[src/hdl/sarl_pkg.sv]
// Shared types, constants and codes of the source address rate limiter.
`timescale 1ns / 1ps
`default_nettype none
package sarl_pkg;
	localparam int unsigned TABLE_ENTRIES = 64;
	localparam int unsigned IDX_W = $clog2(TABLE_ENTRIES);
	localparam int unsigned TIME_W = 48;
	localparam int unsigned CNT_W = 16;
	localparam int unsigned CFG_W = 24;
	localparam int unsigned CFG_IDX_W = 2;

	localparam logic [7:0] KIND_DATABLOCK = 8'd78;
	localparam logic [TIME_W-1:0] TIME_MAX = {TIME_W{1'b1}};
	localparam logic [CNT_W-1:0] CNT_MAX = {CNT_W{1'b1}};

	localparam logic [2:0] V_BYPASS = 3'd0;
	localparam logic [2:0] V_PASS = 3'd1;
	localparam logic [2:0] V_BANNED = 3'd2;
	localparam logic [2:0] V_LIMIT = 3'd3;
	localparam logic [2:0] V_FULL = 3'd4;

	localparam logic [CFG_IDX_W-1:0] REG_DATABLOCK = 2'd0;
	localparam logic [CFG_IDX_W-1:0] REG_LIMIT = 2'd1;
	localparam logic [CFG_IDX_W-1:0] REG_WINDOW = 2'd2;
	localparam logic [CFG_IDX_W-1:0] REG_BAN = 2'd3;

	// Classified packet handed from the front part to the back part
	typedef struct packed {
		logic             bypass;
		logic [63:0]      addr_high;
		logic [63:0]      addr_low;
		logic [TIME_W-1:0] now;
	} item_t;

	// Register settings used by the back part
	typedef struct packed {
		logic [CNT_W-1:0] query_limit;
		logic [15:0]      window_ms;
		logic [23:0]      ban_ms;
	} cfg_t;
endpackage
`default_nettype wire

[src/hdl/sarl_front.sv]
// Front part: classify packets and queue them for the table engine.
`timescale 1ns / 1ps
`default_nettype none
module sarl_front import sarl_pkg::*; (
	input  wire logic        clk,
	input  wire logic        arst_n,
	input  wire logic        push,
	output logic             full,
	input  wire logic [63:0] src_addr_high,
	input  wire logic [63:0] src_addr_low,
	input  wire logic        addr_is_ip,
	input  wire logic [7:0]  packet_kind,
	input  wire logic [TIME_W-1:0] now_ms,
	input  wire logic        datablock_enabled,
	output logic             item_valid,
	output item_t            item,
	input  wire logic        item_take
);
	// two-entry queue
	item_t  buf_q [2];
	logic   wr_q, rd_q;
	logic [1:0] cnt_q;
	item_t  in_item;

	assign full = (cnt_q == 2'd2);
	assign item_valid = (cnt_q != 2'd0);
	assign item = buf_q[rd_q];

	// classify the incoming beat
	always_comb begin
		in_item.bypass = !addr_is_ip || (datablock_enabled && packet_kind == KIND_DATABLOCK);
		in_item.addr_high = src_addr_high;
		in_item.addr_low = src_addr_low;
		in_item.now = now_ms;
	end

	always_ff @(posedge clk) begin
		if (push && !full) begin
			buf_q[wr_q] <= in_item;
		end
	end

	// advance pointers and fill count
	always_ff @(posedge clk or negedge arst_n) begin
		if (!arst_n) begin
			wr_q <= 1'b0;
			rd_q <= 1'b0;
			cnt_q <= 2'd0;
		end else begin
			if (push && !full) wr_q <= !wr_q;
			if (item_take && item_valid) rd_q <= !rd_q;
			cnt_q <= cnt_q + 2'((push && !full) ? 1 : 0) - 2'((item_take && item_valid) ? 1 : 0);
		end
	end
endmodule
`default_nettype wire

[config.mk]
export PLATFORM = sky130hd
export DESIGN_NAME = sarl_front
export DESIGN_NICKNAME = d
export VERILOG_FILES = /design/src/hdl/sarl_pkg.sv /design/src/hdl/sarl_front.sv
export SDC_FILE = /design/constraint.sdc
export NUM_CORES = 1
export LEC_CHECK = 0
export ABC_CLOCK_PERIOD_IN_PS = 10600
export BUFFER_PORTS_ARGS = -buffer_cell sky130_fd_sc_hd__buf_4
export CAP_MARGIN = 5
export CORE_MARGIN = 2
export CORE_UTILIZATION = 50
export DETAILED_ROUTE_END_ITERATION = 8
export HOLD_SLACK_MARGIN = 0.05
export MAX_ROUTING_LAYER = met4
export PLACE_DENSITY = 0.77
export SLEW_MARGIN = 10
export SYNTH_ARGS = -nofsm -noshare
export SYNTH_HDL_FRONTEND = slang
export SYNTH_SLANG_ARGS = --single-unit
[constraint.sdc]
create_clock -name clk -period 10.6 [get_ports clk]
set_input_delay 0.53 -clock clk [delete_from_list [all_inputs] [get_ports clk]]
set_output_delay 0.53 -clock clk [all_outputs]
set_load 0.05 [all_outputs]
==> summary.json, run 1 <==
{
  "critical_path": {
    "worstReg2RegStart": "cnt_q[1]",
    "timing.critical_path.to_type": "output port",
    "timing.critical_path.fanout_max": 65,
    "critical-path-slowest-cell": "sky130_fd_sc_hd__dfrtp_4",
    "worst_ep_required_time_ns": 10.07,
    "worst_ep_arrival_time_ns": 3.19,
    "crit_chain": "buf_4 > mux2_2 > buf_4",
    "path_delay_family": "buffers and inverters",
    "worst_setup_path_start_kind": "register",
    "crit_path_frequent_cell": "sky130_fd_sc_hd__buf_4",
    "max_stage_delay_ns": 1.02,
    "worst-setup-path-type": "register to output port",
    "worstSetupStartpoint": "rd_q",
    "worstPathBufferInverterCount": 2
  },
  "global_route": {
    "first_global_vias": 6961,
    "initial_antenna_violation_count": 0,
    "grt_util_all_layers_pct": 19.1,
    "grt.overflow.total": 0,
    "global_route_wire_length_before_repair_um": 39300,
    "largest_net_degree_at_the_start_of_global_routing": 178
  },
  "cts": {
    "worst_skew_pair.late_latency_ns": 0.51,
    "cts_made_buffers": 37,
    "ctsRootBufferMaster": "sky130_fd_sc_hd__clkbuf_16",
    "ctsResizeCount": 0,
    "clk_transition_reported_paths_ns": 0.06,
    "clockBufferDepth": 3,
    "h-tree-depth": 2,
    "cts_tree": "done",
    "number_of_setup_buffers_added_after_cts": 0,
    "clock_net_sink_count": 358
  },
  "routing": {
    "drt_drc_violations_left": 0,
    "wire_per_inst_um": 20.2,
    "routed_via_density": 5.06,
    "num_vias": 6719,
    "drtPass1Iterations": 6,
    "route.final.wire_length_um": 26900,
    "initialDrtViolationCount": 549,
    "drtAntennaViolNets": 0
  },
  "sta": {
    "final.setup.tns_ns": 0,
    "max-slew-margin-rel_pct": 28.4,
    "fin_skew_ns": 0.0164,
    "setup_repair_after_global_routing_missed_its_margin": "no",
    "setup-violations-final": 0,
    "final_min_period_over_clock_period_pct": 35.1,
    "final_max_slew_viol_count": 0,
    "max_clock_freq_mhz": 269,
    "tightestPinTransition_ns": 1.07,
    "finalHoldViolations": 0,
    "post-route-min-period_ns": 3.72
  },
  "logic_synthesis": {
    "synth.cell_area_mm2": 0.0134,
    "yosys-top-cells-area": "sky130_fd_sc_hd__edfxtp_1 (79%), sky130_fd_sc_hd__mux2_4 (11%), sky130_fd_sc_hd__mux2_2 (6.4%), sky130_fd_sc_hd__buf_6 (1.3%), sky130_fd_sc_hd__dfrtp_1 (0.75%)",
    "ys_ff_latch": 358,
    "synth-compound-area-share_pct": 0.0559,
    "post_synth_inst_count": 573,
    "adder_cell_area_share_of_the_yosys_netlist_pct": 0.186,
    "net_count_of_the_mapped_netlist": 765,
    "synthDistinctLibCells": 19,
    "ys.warnings.count": 0,
    "synth-xor-area-share_pct": 0.261,
    "syn_avg_cell_area_um2": 23.4,
    "synth_area_leader_cell": "sky130_fd_sc_hd__edfxtp_1",
    "synth_top_family_by_area": "multiplexers",
    "synth_mux_area_share_pct": 17.7,
    "synth.yosys.seq_area_share_pct": 79.9,
    "synth_simple_gate_area_share_pct": 0.373,
    "synth_top_area_share_pct": 79.2
  },
  "finish": {
    "layout.filler_cells": 1738,
    "final_cells": 1327,
    "drive_gt1_share_pct": 60.4,
    "final_net_count": 1158,
    "syn_to_final_growth_pct": 31.4,
    "most-common-layout-cells": "sky130_fd_sc_hd__buf_4 (372), sky130_fd_sc_hd__edfxtp_1 (354), sky130_fd_sc_hd__mux2_4 (101), sky130_fd_sc_hd__mux2_2 (76), sky130_fd_sc_hd__clkbuf_16 (39)",
    "layout_commonest_cell": "sky130_fd_sc_hd__buf_4",
    "antenna_cells": 0,
    "multi_input_comb_area_mm2": 0.00250,
    "register_area_mm2": 0.0107
  },
  "floorplan": {
    "initial_cell_density_of_the_core_pct": 51.2,
    "die_height_um": 168,
    "num_rows": 59,
    "die_area_mm2": 0.0282,
    "floorplan.io_pins": 369,
    "placeableCoreArea_mm2": 0.0262,
    "die_width_um": 168
  },
  "placed_design": {
    "portBuffers": 368,
    "dp_cells": 1261,
    "gpl.final_weighted_congestion": 0.787,
    "detailedPlacementHpwl_um": 18000
  },
  "min_path": {
    "class_of_the_most_critical_hold_timing_path": "input port to register",
    "timing.hold.worst.start": "src_addr_low[23]"
  },
  "power": {
    "ir_worst_vdd_uv": 214,
    "pwr_density_cell_mw_per_mm2": 331,
    "p_leak_nw": 6.88
  },
  "status": {
    "run_status": "finished clean"
  },
  "job": {
    "max_cap_viol_count": 0
  }
}
[cell families (layout without fill, tap and decap cells)]
group | Yosys count | in the layout
adder cells (fa/ha/maj) | 2 | 2
buffers and inverters | 22 | 441
XOR/XNOR | 4 | 4
multiplexers | 177 | 177
AO/OA/AOI/OAI | 1 | 1
AND/OR/NAND/NOR | 9 | 9
flip-flops | 358 | 358
[final cells by class]
cell class	instances	area share (%)
Clock buffer	52	5.92
Clock inverter	13	0.610
Inverter	2	0.0426
Multi-Input combinational cell	193	14.2
Sequential cell	358	60.9
Tap cell	335	2.38
Timing Repair Buffer	374	16.0
[per-stage QoR]
| stage | setup slack (ns) | cell area (µm²) | util (%) | total power [mW] | hold WS [ns] |
|---|---|---|---|---|---|
| floorplan | 1.92 | 13400 | - | 4.06 | 0.234 |
| global placement | 7.43 | 16500 | 62.9 | 4.65 | 0.331 |
| detailed placement | 7.42 | 16500 | 62.9 | 4.67 | 0.332 |
| CTS | 6.86 | 17600 | 67.3 | 5.90 | 0.180 |
| global route | 6.74 | 17600 | 67.3 | 6.06 | 0.179 |
| finish | 6.88 | 17600 | 67.3 | 5.84 | 0.203 |
[flip-flops by register name, summed over array words and instances, names as in the netlist]
signal,count
buf_q,354
rd_q,1
cnt_q,2
wr_q,1
[final timing paths]
check                      slack, ns            end  depth (start not counted)
setup reg to reg                8.09  buf_q[1][119]                          3
max in group asynchronous      10.11           rd_q                          2
setup / recovery                6.88      item[170]                          3
hold / removal                  0.20   buf_q[1][71]                          1
min in group asynchronous       0.38           rd_q                          2
hold reg to reg                 0.50       cnt_q[1]                          1
[where the power goes]
group / total [mW] / leakage [nW] / switching (mW) / internal, mW
sequential: 2.06 / 3.33 / 0.121 / 1.94
combinational: 2.56 / 2.99 / 1.67 / 0.888
clock: 1.22 / 0.559 / 0.487 / 0.733
[per-layer routing]
metal  vias to the layer above  GRT usage [%]  part of all wire (%)
met3                        40           6.77                   9.6
met2                       299           31.8                    51
met1                      3305           21.8                    38
met4                         0           5.71                   2.2
li1                       3075              -                     -
met5                         -              -                     0
[cell usage after synthesis]
| library cell | number |
|---|---|
| sky130_fd_sc_hd__nor4b_1 | 1 |
| sky130_fd_sc_hd__ha_1 | 2 |
| sky130_fd_sc_hd__nand3_1 | 1 |
| sky130_fd_sc_hd__nand2b_1 | 1 |
| sky130_fd_sc_hd__mux2_2 | 76 |
| sky130_fd_sc_hd__dfrtp_1 | 4 |
| sky130_fd_sc_hd__and2_1 | 1 |
| sky130_fd_sc_hd__mux2_4 | 101 |
| sky130_fd_sc_hd__or2_2 | 1 |
| sky130_fd_sc_hd__inv_1 | 2 |
| sky130_fd_sc_hd__xor2_1 | 1 |
| sky130_fd_sc_hd__o31ai_1 | 1 |
| sky130_fd_sc_hd__nand2_1 | 2 |
| sky130_fd_sc_hd__xnor2_1 | 3 |
| sky130_fd_sc_hd__buf_6 | 15 |
| sky130_fd_sc_hd__nor2_1 | 1 |
| sky130_fd_sc_hd__edfxtp_1 | 354 |
| sky130_fd_sc_hd__buf_2 | 5 |
| sky130_fd_sc_hd__and3_1 | 1 |
[repair_timing]
item	4_1_cts	5_1_grt
endpoints found under the hold margin	4	0
hold buffers	1	0
setup endpoints to repair	0	0
Power figures use the tool's default switching activity.
==> inputs of run 2 (changes only) <==
Settings changed: ABC_CLOCK_PERIOD_IN_PS 10600 to 3600.
Clock period 10.6 ns to 3.6 ns, I/O delays scaled along.
==> run 2 against run 1 <==
Via count is 14% higher. Highest routed layer unchanged. Setup slack got worse by 5.9 ns. Critical endpoint is now item[1]. Non-clock buffer count up 184. Critical path type unchanged.
==> summary.json, run 2 (same netlist as run 1, synthesis figures left out) <==
{
  "status": {
    "run_status": "finished clean"
  },
  "routing": {
    "num_vias": {"value": 7686, "change": "+14%"},
    "wire_per_inst": {"value": 21.0, "unit": "µm", "change": "+4.0%"},
    "detailroute.wirelength.met3": {"value": 2410, "unit": "µm", "change": "-6.4%"},
    "top_layer": "met4",
    "route.final.wire_length": {"value": 31900, "unit": "µm", "change": "+19%"},
    "drt_drc_violations_left": {"value": 0, "change": "unchanged"},
    "wl_met1": {"value": 11800, "unit": "µm", "change": "+17%"},
    "drtPass1Iterations": {"value": 5, "change": "-1"},
    "drtAntennaViolNets": {"value": 0, "change": "unchanged"},
    "met2_length": {"value": 16500, "unit": "µm", "change": "+21%"},
    "initialDrtViolationCount": {"value": 627, "change": "+14%"},
    "routed_via_density": {"value": 5.08, "change": "+0.26%"}
  },
  "finish": {
    "reg.largest.list": "buf_q: 354 flops, cnt_q: 2 flops",
    "post-route-util": {"value": 75.0, "unit": "%", "change": "+7.7 points"},
    "final_cells": {"value": 1514, "change": "+14%"},
    "layout.filler_cells": {"value": 1420, "change": "-18%"},
    "most-common-layout-cells": "sky130_fd_sc_hd__buf_4 (370), sky130_fd_sc_hd__edfxtp_1 (354), sky130_fd_sc_hd__dlygate4sd3_1 (182), sky130_fd_sc_hd__mux2_4 (101), sky130_fd_sc_hd__mux2_2 (76)",
    "layout_commonest_cell": "sky130_fd_sc_hd__buf_4",
    "final_net_count": {"value": 1342, "change": "+16%"},
    "number_of_flip_flops_in_the_largest_register": {"value": 354, "change": "unchanged"},
    "drive_gt1_share": {"value": 51.9, "unit": "%", "change": "-8.5 points"},
    "registers.top_by_ff_count": "buf_q",
    "syn_to_final_growth_pct": 46.5
  },
  "sta": {
    "final_max_slew_viol_count": {"value": 0, "change": "unchanged"},
    "max_clock_freq_mhz": 375,
    "max-slew-margin-rel": {"value": 41.1, "unit": "%", "change": "+13 points"},
    "fin_skew": {"value": 0.0109, "unit": "ns", "change": "-0.00544 ns"},
    "setup-violations-final": {"value": 0, "change": "unchanged"},
    "finalHoldViolations": {"value": 0, "change": "unchanged"},
    "final_min_period_over_clock_period_pct": 74.0,
    "setup_repair_after_global_routing_missed_its_margin": "no",
    "post-route-min-period_ns": 2.66,
    "tightestPinTransition": {"value": 0.884, "unit": "ns", "change": "-0.190 ns"}
  },
  "cts": {
    "cts_made_buffers": {"value": 37, "change": "unchanged"},
    "clk_transition_reported_paths": {"value": 0.06, "unit": "ns", "change": "about the same"},
    "worst_skew_pair.late_latency": {"value": 0.51, "unit": "ns", "change": "about the same"},
    "cts_tree": "done",
    "count_of_hold_fix_buffers_inserted_at_cts": {"value": 182, "change": "+181"},
    "ctsRootBufferMaster": "sky130_fd_sc_hd__clkbuf_16",
    "ctsResizeCount": {"value": 0, "change": "unchanged"},
    "clockBufferDepth": {"value": 3, "change": "unchanged"},
    "number_of_setup_buffers_added_after_cts": {"value": 0, "change": "unchanged"},
    "clock_net_sink_count": {"value": 358, "change": "unchanged"},
    "h-tree-depth": {"value": 2, "change": "unchanged"}
  },
  "critical_path": {
    "worst-setup-path-type": "register to output port",
    "worst_setup_path_start_kind": "register",
    "timing.critical_path.to_type": "output port",
    "worst_ep_arrival_time": {"value": 2.48, "unit": "ns", "change": "-0.71 ns"},
    "worst_ep_required_time": {"value": 3.42, "unit": "ns", "change": "-6.65 ns"},
    "timing.critical_path.fanout_max": {"value": 42, "change": "-35%"}
  },
  "global_route": {
    "initial_antenna_violation_count": {"value": 4, "change": "+4"},
    "first_global_vias": {"value": 8277, "change": "+19%"},
    "largest_net_degree_at_the_start_of_global_routing": {"value": 147, "change": "-17%"},
    "global_route_wire_length_before_repair": {"value": 46500, "unit": "µm", "change": "+19%"},
    "grt.overflow.total": {"value": 0, "change": "unchanged"},
    "grt_util_all_layers": {"value": 22.6, "unit": "%", "change": "+3.6 points"}
  },
  "power": {
    "pwr_density_cell": {"value": 914, "unit": "mW/mm²", "change": "+180%"},
    "p_leak": {"value": 7.73, "unit": "nW", "change": "+12%"},
    "ir_worst_vdd": {"value": 585, "unit": "µV", "change": "+170%"},
    "p_total": {"value": 18.0, "unit": "mW", "change": "+210%"}
  },
  "floorplan": {
    "die_width": {"value": 168, "unit": "µm", "change": "unchanged"},
    "floorplan.io_pins": {"value": 369, "change": "unchanged"},
    "placeableCoreArea": {"value": 0.0262, "unit": "mm²", "change": "unchanged"},
    "die_area": {"value": 0.0282, "unit": "mm²", "change": "unchanged"},
    "num_rows": {"value": 59, "change": "unchanged"},
    "die_height": {"value": 168, "unit": "µm", "change": "unchanged"},
    "initial_cell_density_of_the_core": {"value": 51.2, "unit": "%", "change": "unchanged"}
  },
  "min_path": {
    "class_of_the_most_critical_hold_timing_path": "input port to register"
  },
  "placed_design": {
    "gpl.final_weighted_congestion": {"value": 0.768, "change": "-2.4%"},
    "portBuffers": {"value": 368, "change": "unchanged"},
    "detailedPlacementHpwl": {"value": 18100, "unit": "µm", "change": "+0.48%"},
    "dp_cells": {"value": 1264, "change": "+0.24%"}
  },
  "job": {
    "max_cap_viol_count": {"value": 0, "change": "unchanged"}
  }
}
-- run 2: cell count changes in the layout (fill, tap and decap cells not counted), sizes merged --
cell,change
buf,+3
bufinv,+5
clkbuf,-8
clkinv,+1
diode,+5
dlygate4sd3,+181
-- run 2: worst paths after layout --
kind                             startpoint       endpoint  slack [ns]  depth (start not counted)
hold / removal             src_addr_low[53]  buf_q[0][101]        0.39                          2
max in group asynchronous            arst_n           rd_q        2.77                          3
setup reg to reg                   cnt_q[1]   buf_q[1][85]        1.45                          3
hold reg to reg                    cnt_q[1]       cnt_q[1]        0.52                          1
setup / recovery                       rd_q        item[1]        0.94                          3
min in group asynchronous            arst_n       cnt_q[0]        0.63                          3
-- run 2: layer usage --
layer | up-vias | track usage [%]
met2 | 371 | 39.7
met4 | 0 | 8.66
met3 | 80 | 5.81
met1 | 3796 | 24.9
met5 | - | -
li1 | 3439 | -
-- run 2: worst max-delay path, cell delays in order, from the launching register on --
cell and delay (ns):
sky130_fd_sc_hd__dfrtp_4 0.85, sky130_fd_sc_hd__buf_4 0.48, sky130_fd_sc_hd__mux2_2 0.41, sky130_fd_sc_hd__buf_4 0.19
-- run 2: power by group --
group / switching (mW) / internal (mW)
registers: 0.342 / 5.71
logic: 5.13 / 2.79
clock network: 1.52 / 2.46
-- run 2: layout make-up --
| cell class | count | area, µm² | area share (%) |
|---|---|---|---|
| flip-flops and latches | 358 | 10700 | 54.6 |
| repair buffers | 558 | 4720 | 24.0 |
| multi-input cells | 193 | 2500 | 12.7 |
| clock buffers | 44 | 995 | 5.06 |
| well taps | 335 | 419 | 2.13 |
| clock inverters | 19 | 265 | 1.35 |
| diodes | 5 | 12.5 | 0.0636 |
| inverters | 2 | 7.51 | 0.0382 |
-- run 2: stage by stage --
| step | hold WS [ns] | area [µm²] | worst slack, ns | setup TNS, ns |
|---|---|---|---|---|
| floorplan | -0.116 | 13400 | -0.0391 | -6.93 |
| global placement | -0.0173 | 16600 | 1.51 | 0 |
| detailed placement | -0.0188 | 16600 | 1.46 | 0 |
| finish | 0.391 | 19700 | 0.937 | 0 |
| global route | 0.381 | 19700 | 0.820 | 0 |
| CTS | 0.372 | 19600 | 0.918 | 0 |
==> inputs of run 3 (changes only) <==
Settings changed: ABC_CLOCK_PERIOD_IN_PS 3600 to 2200, CORE_UTILIZATION 50 to 47, PLACE_DENSITY 0.77 to 0.76.
Clock period 3.6 ns to 2.2 ns, I/O delays scaled along.
==> run 3 against run 2 <==
Clock power increased by 50%. First-iteration DRC count decreased by 20%. Global-route usage decreased by 0.97 points. Die area increased by 6.2%. Sequential cell count unchanged. Clock-buffer cell count increased by 3. Combinational power increased by 68%. Via count decreased by 0.21%. Final cell count increased by 3.6%. Largest cell class unchanged. Largest power group unchanged.
==> summary.json, run 3 (same netlist as run 1, synthesis figures left out) <==
{
  "floorplan": {
    "num_rows": {"value": 61, "change": "+3.4%"},
    "die_area": {"value": 0.0299, "unit": "mm²", "change": "+6.2%"},
    "floorplan.io_pins": {"value": 369, "change": "unchanged"},
    "initial_cell_density_of_the_core": {"value": 48.0, "unit": "%", "change": "-3.2 points"},
    "placeableCoreArea": {"value": 0.0279, "unit": "mm²", "change": "+6.6%"},
    "die_width": {"value": 173, "unit": "µm", "change": "+3.1%"},
    "die_height": {"value": 173, "unit": "µm", "change": "+3.1%"}
  },
  "sta": {
    "final.setup.tns": {"value": 0, "unit": "ns", "change": "unchanged"},
    "setup-violations-final": {"value": 0, "change": "unchanged"},
    "final_min_period_over_clock_period_pct": 97.8,
    "post-route-min-period_ns": 2.15,
    "setup_repair_after_global_routing_missed_its_margin": "yes",
    "fin_skew": {"value": 0.0136, "unit": "ns", "change": "+0.00269 ns"},
    "final_max_slew_viol_count": {"value": 0, "change": "unchanged"},
    "max-slew-margin-rel": {"value": 65.2, "unit": "%", "change": "+24 points"},
    "max_clock_freq_mhz": 465,
    "tightestPinTransition": {"value": 0.522, "unit": "ns", "change": "-0.361 ns"},
    "finalHoldViolations": {"value": 0, "change": "unchanged"}
  },
  "critical_path": {
    "worst_ep_required_time": {"value": 2.09, "unit": "ns", "change": "-1.33 ns"},
    "worstPathBufferInverterCount": {"value": 2, "change": "unchanged"},
    "worst_setup_path_start_kind": "register",
    "crit_chain": "buf_16 > mux2_2 > buf_4",
    "critical-path-slowest-cell": "sky130_fd_sc_hd__dfrtp_4",
    "max_stage_delay": {"value": 0.45, "unit": "ns", "change": "-0.40 ns"},
    "timing.critical_path.to_type": "output port",
    "worst-setup-path-type": "register to output port",
    "worst_ep_arrival_time": {"value": 2.04, "unit": "ns", "change": "-0.44 ns"},
    "path_delay_family": "buffers and inverters",
    "timing.critical_path.fanout_max": {"value": 81, "change": "+93%"}
  },
  "global_route": {
    "first_global_vias": {"value": 8499, "change": "+2.7%"},
    "use_met3": {"value": 5.67, "unit": "%", "change": "-0.13 points"},
    "globalRouteMet2Util": {"value": 38.1, "unit": "%", "change": "-1.6 points"},
    "initial_antenna_violation_count": {"value": 6, "change": "+2"},
    "grt.overflow.total": {"value": 0, "change": "unchanged"},
    "grt_most_used_layer": "met2",
    "largest_net_degree_at_the_start_of_global_routing": {"value": 82, "change": "-44%"},
    "global_route_wire_length_before_repair": {"value": 48600, "unit": "µm", "change": "+4.4%"},
    "grt_util_all_layers": {"value": 21.7, "unit": "%", "change": "-0.97 points"},
    "global_route.usage.met1": {"value": 24.0, "unit": "%", "change": "-0.92 points"}
  },
  "finish": {
    "register_area": {"value": 0.0107, "unit": "mm²", "change": "unchanged"},
    "most-common-layout-cells": "sky130_fd_sc_hd__buf_4 (379), sky130_fd_sc_hd__edfxtp_1 (354), sky130_fd_sc_hd__dlygate4sd3_1 (182), sky130_fd_sc_hd__mux2_4 (101), sky130_fd_sc_hd__mux2_2 (76)",
    "layout_commonest_cell": "sky130_fd_sc_hd__buf_4",
    "registers.top_by_ff_count": "buf_q",
    "syn_to_final_growth_pct": 46.9,
    "reg.largest.list": "buf_q: 354 flops, cnt_q: 2 flops",
    "final_net_count": {"value": 1354, "change": "+0.89%"},
    "layout.filler_cells": {"value": 1710, "change": "+20%"},
    "multi_input_comb_area": {"value": 0.00250, "unit": "mm²", "change": "unchanged"},
    "number_of_flip_flops_in_the_largest_register": {"value": 354, "change": "unchanged"},
    "drive_gt1_share": {"value": 52.1, "unit": "%", "change": "+0.24 points"}
  },
  "placed_design": {
    "gpl.final_weighted_congestion": {"value": 0.806, "change": "+4.9%"},
    "portBuffers": {"value": 368, "change": "unchanged"},
    "detailedPlacementHpwl": {"value": 18700, "unit": "µm", "change": "+3.3%"}
  },
  "power": {
    "ir_worst_vdd": {"value": 1080, "unit": "µV", "change": "+85%"},
    "p_leak": {"value": 7.74, "unit": "nW", "change": "+0.11%"},
    "pwr_density_cell": {"value": 1470, "unit": "mW/mm²", "change": "+61%"},
    "p_total": {"value": 29.0, "unit": "mW", "change": "+62%"}
  },
  "routing": {
    "num_vias": {"value": 7670, "change": "-0.21%"},
    "routed_via_density": {"value": 4.89, "change": "-3.6%"},
    "drt_drc_violations_left": {"value": 0, "change": "unchanged"},
    "initialDrtViolationCount": {"value": 499, "change": "-20%"},
    "wire_per_inst": {"value": 20.3, "unit": "µm", "change": "-3.4%"},
    "drtPass1Iterations": {"value": 4, "change": "-1"},
    "drtAntennaViolNets": {"value": 0, "change": "unchanged"},
    "route.final.wire_length": {"value": 31900, "unit": "µm", "change": "about the same"}
  },
  "status": {
    "run_status": "finished clean"
  },
  "cts": {
    "ctsRootBufferMaster": "sky130_fd_sc_hd__clkbuf_16",
    "cts_tree": "done",
    "clockBufferDepth": {"value": 3, "change": "unchanged"},
    "worst_skew_pair.late_latency": {"value": 0.50, "unit": "ns", "change": "about the same"},
    "clk_transition_reported_paths": {"value": 0.06, "unit": "ns", "change": "about the same"},
    "h-tree-depth": {"value": 2, "change": "unchanged"},
    "clock_net_sink_count": {"value": 358, "change": "unchanged"},
    "number_of_setup_buffers_added_after_cts": {"value": 0, "change": "unchanged"},
    "cts_made_buffers": {"value": 37, "change": "unchanged"}
  },
  "job": {
    "max_cap_viol_count": {"value": 0, "change": "unchanged"}
  },
  "min_path": {
    "class_of_the_most_critical_hold_timing_path": "input port to register"
  }
}
## run 3: cell types whose count changed in the layout (fill, tap and decap cells not counted), sizes merged
cell and delta:
clkbuf +3, clkinv -2, buf +12, bufinv -3, clkinvlp +1, diode +1
inv -1
## run 3: worst paths after layout
path	from	to	slack [ns]	depth (start not counted)
min in group asynchronous	arst_n	rd_q	0.57	3
worst min-delay path	src_addr_low[27]	buf_q[1][75]	0.33	2
max in group asynchronous	arst_n	rd_q	1.43	3
worst max register to register	cnt_q[1]	cnt_q[1]	0.44	7
worst min register to register	cnt_q[1]	cnt_q[1]	0.50	1
worst max-delay path	rd_q	item[163]	0.05	3
## run 3: timing repair
action,4_1_cts,5_1_grt
endpoints found under the hold margin,360,0
hold buffers,182,0
endpoints found under the setup margin,0,9
resized for setup,0,3
## run 3: area by class of cell
class | instances | share of cell area [%]
timing repair buffer | 570 | 24.6
clock buffer | 47 | 4.89
sequential | 358 | 54.4
multi-input combinational | 193 | 12.7
clock inverter | 14 | 0.850
tap | 378 | 2.40
antenna | 6 | 0.0761
inverter | 2 | 0.0381
## run 3: metal layers
metal	up-vias	part of all wire [%]
met5	-	0
met3	70	7.2
met1	3807	37
met4	0	3.3
li1	3457	-
met2	336	53
## run 3: metrics by stage
stage	cells	hold WS [ns]	cell area (µm²)	utilization, %	worst slack (ns)
after floorplan	573	-0.186	13400	-	-1.44
after global placement	1319	-0.0893	16700	59.9	0.464
after detailed placement	1319	-0.0907	16700	59.9	0.459
after CTS	1562	0.314	19700	70.5	0.0331
after global routing	1568	0.313	19700	70.6	-0.00859
final	1568	0.326	19700	70.6	0.0481
## run 3: where the power goes
| part | switching, mW | total (mW) | leakage, nW | internal, mW |
|---|---|---|---|---|
| combinational | 8.59 | 13.3 | 3.85 | 4.74 |
| sequential | 0.396 | 9.72 | 3.33 | 9.32 |
| clock | 2.43 | 5.98 | 0.550 | 3.55 |
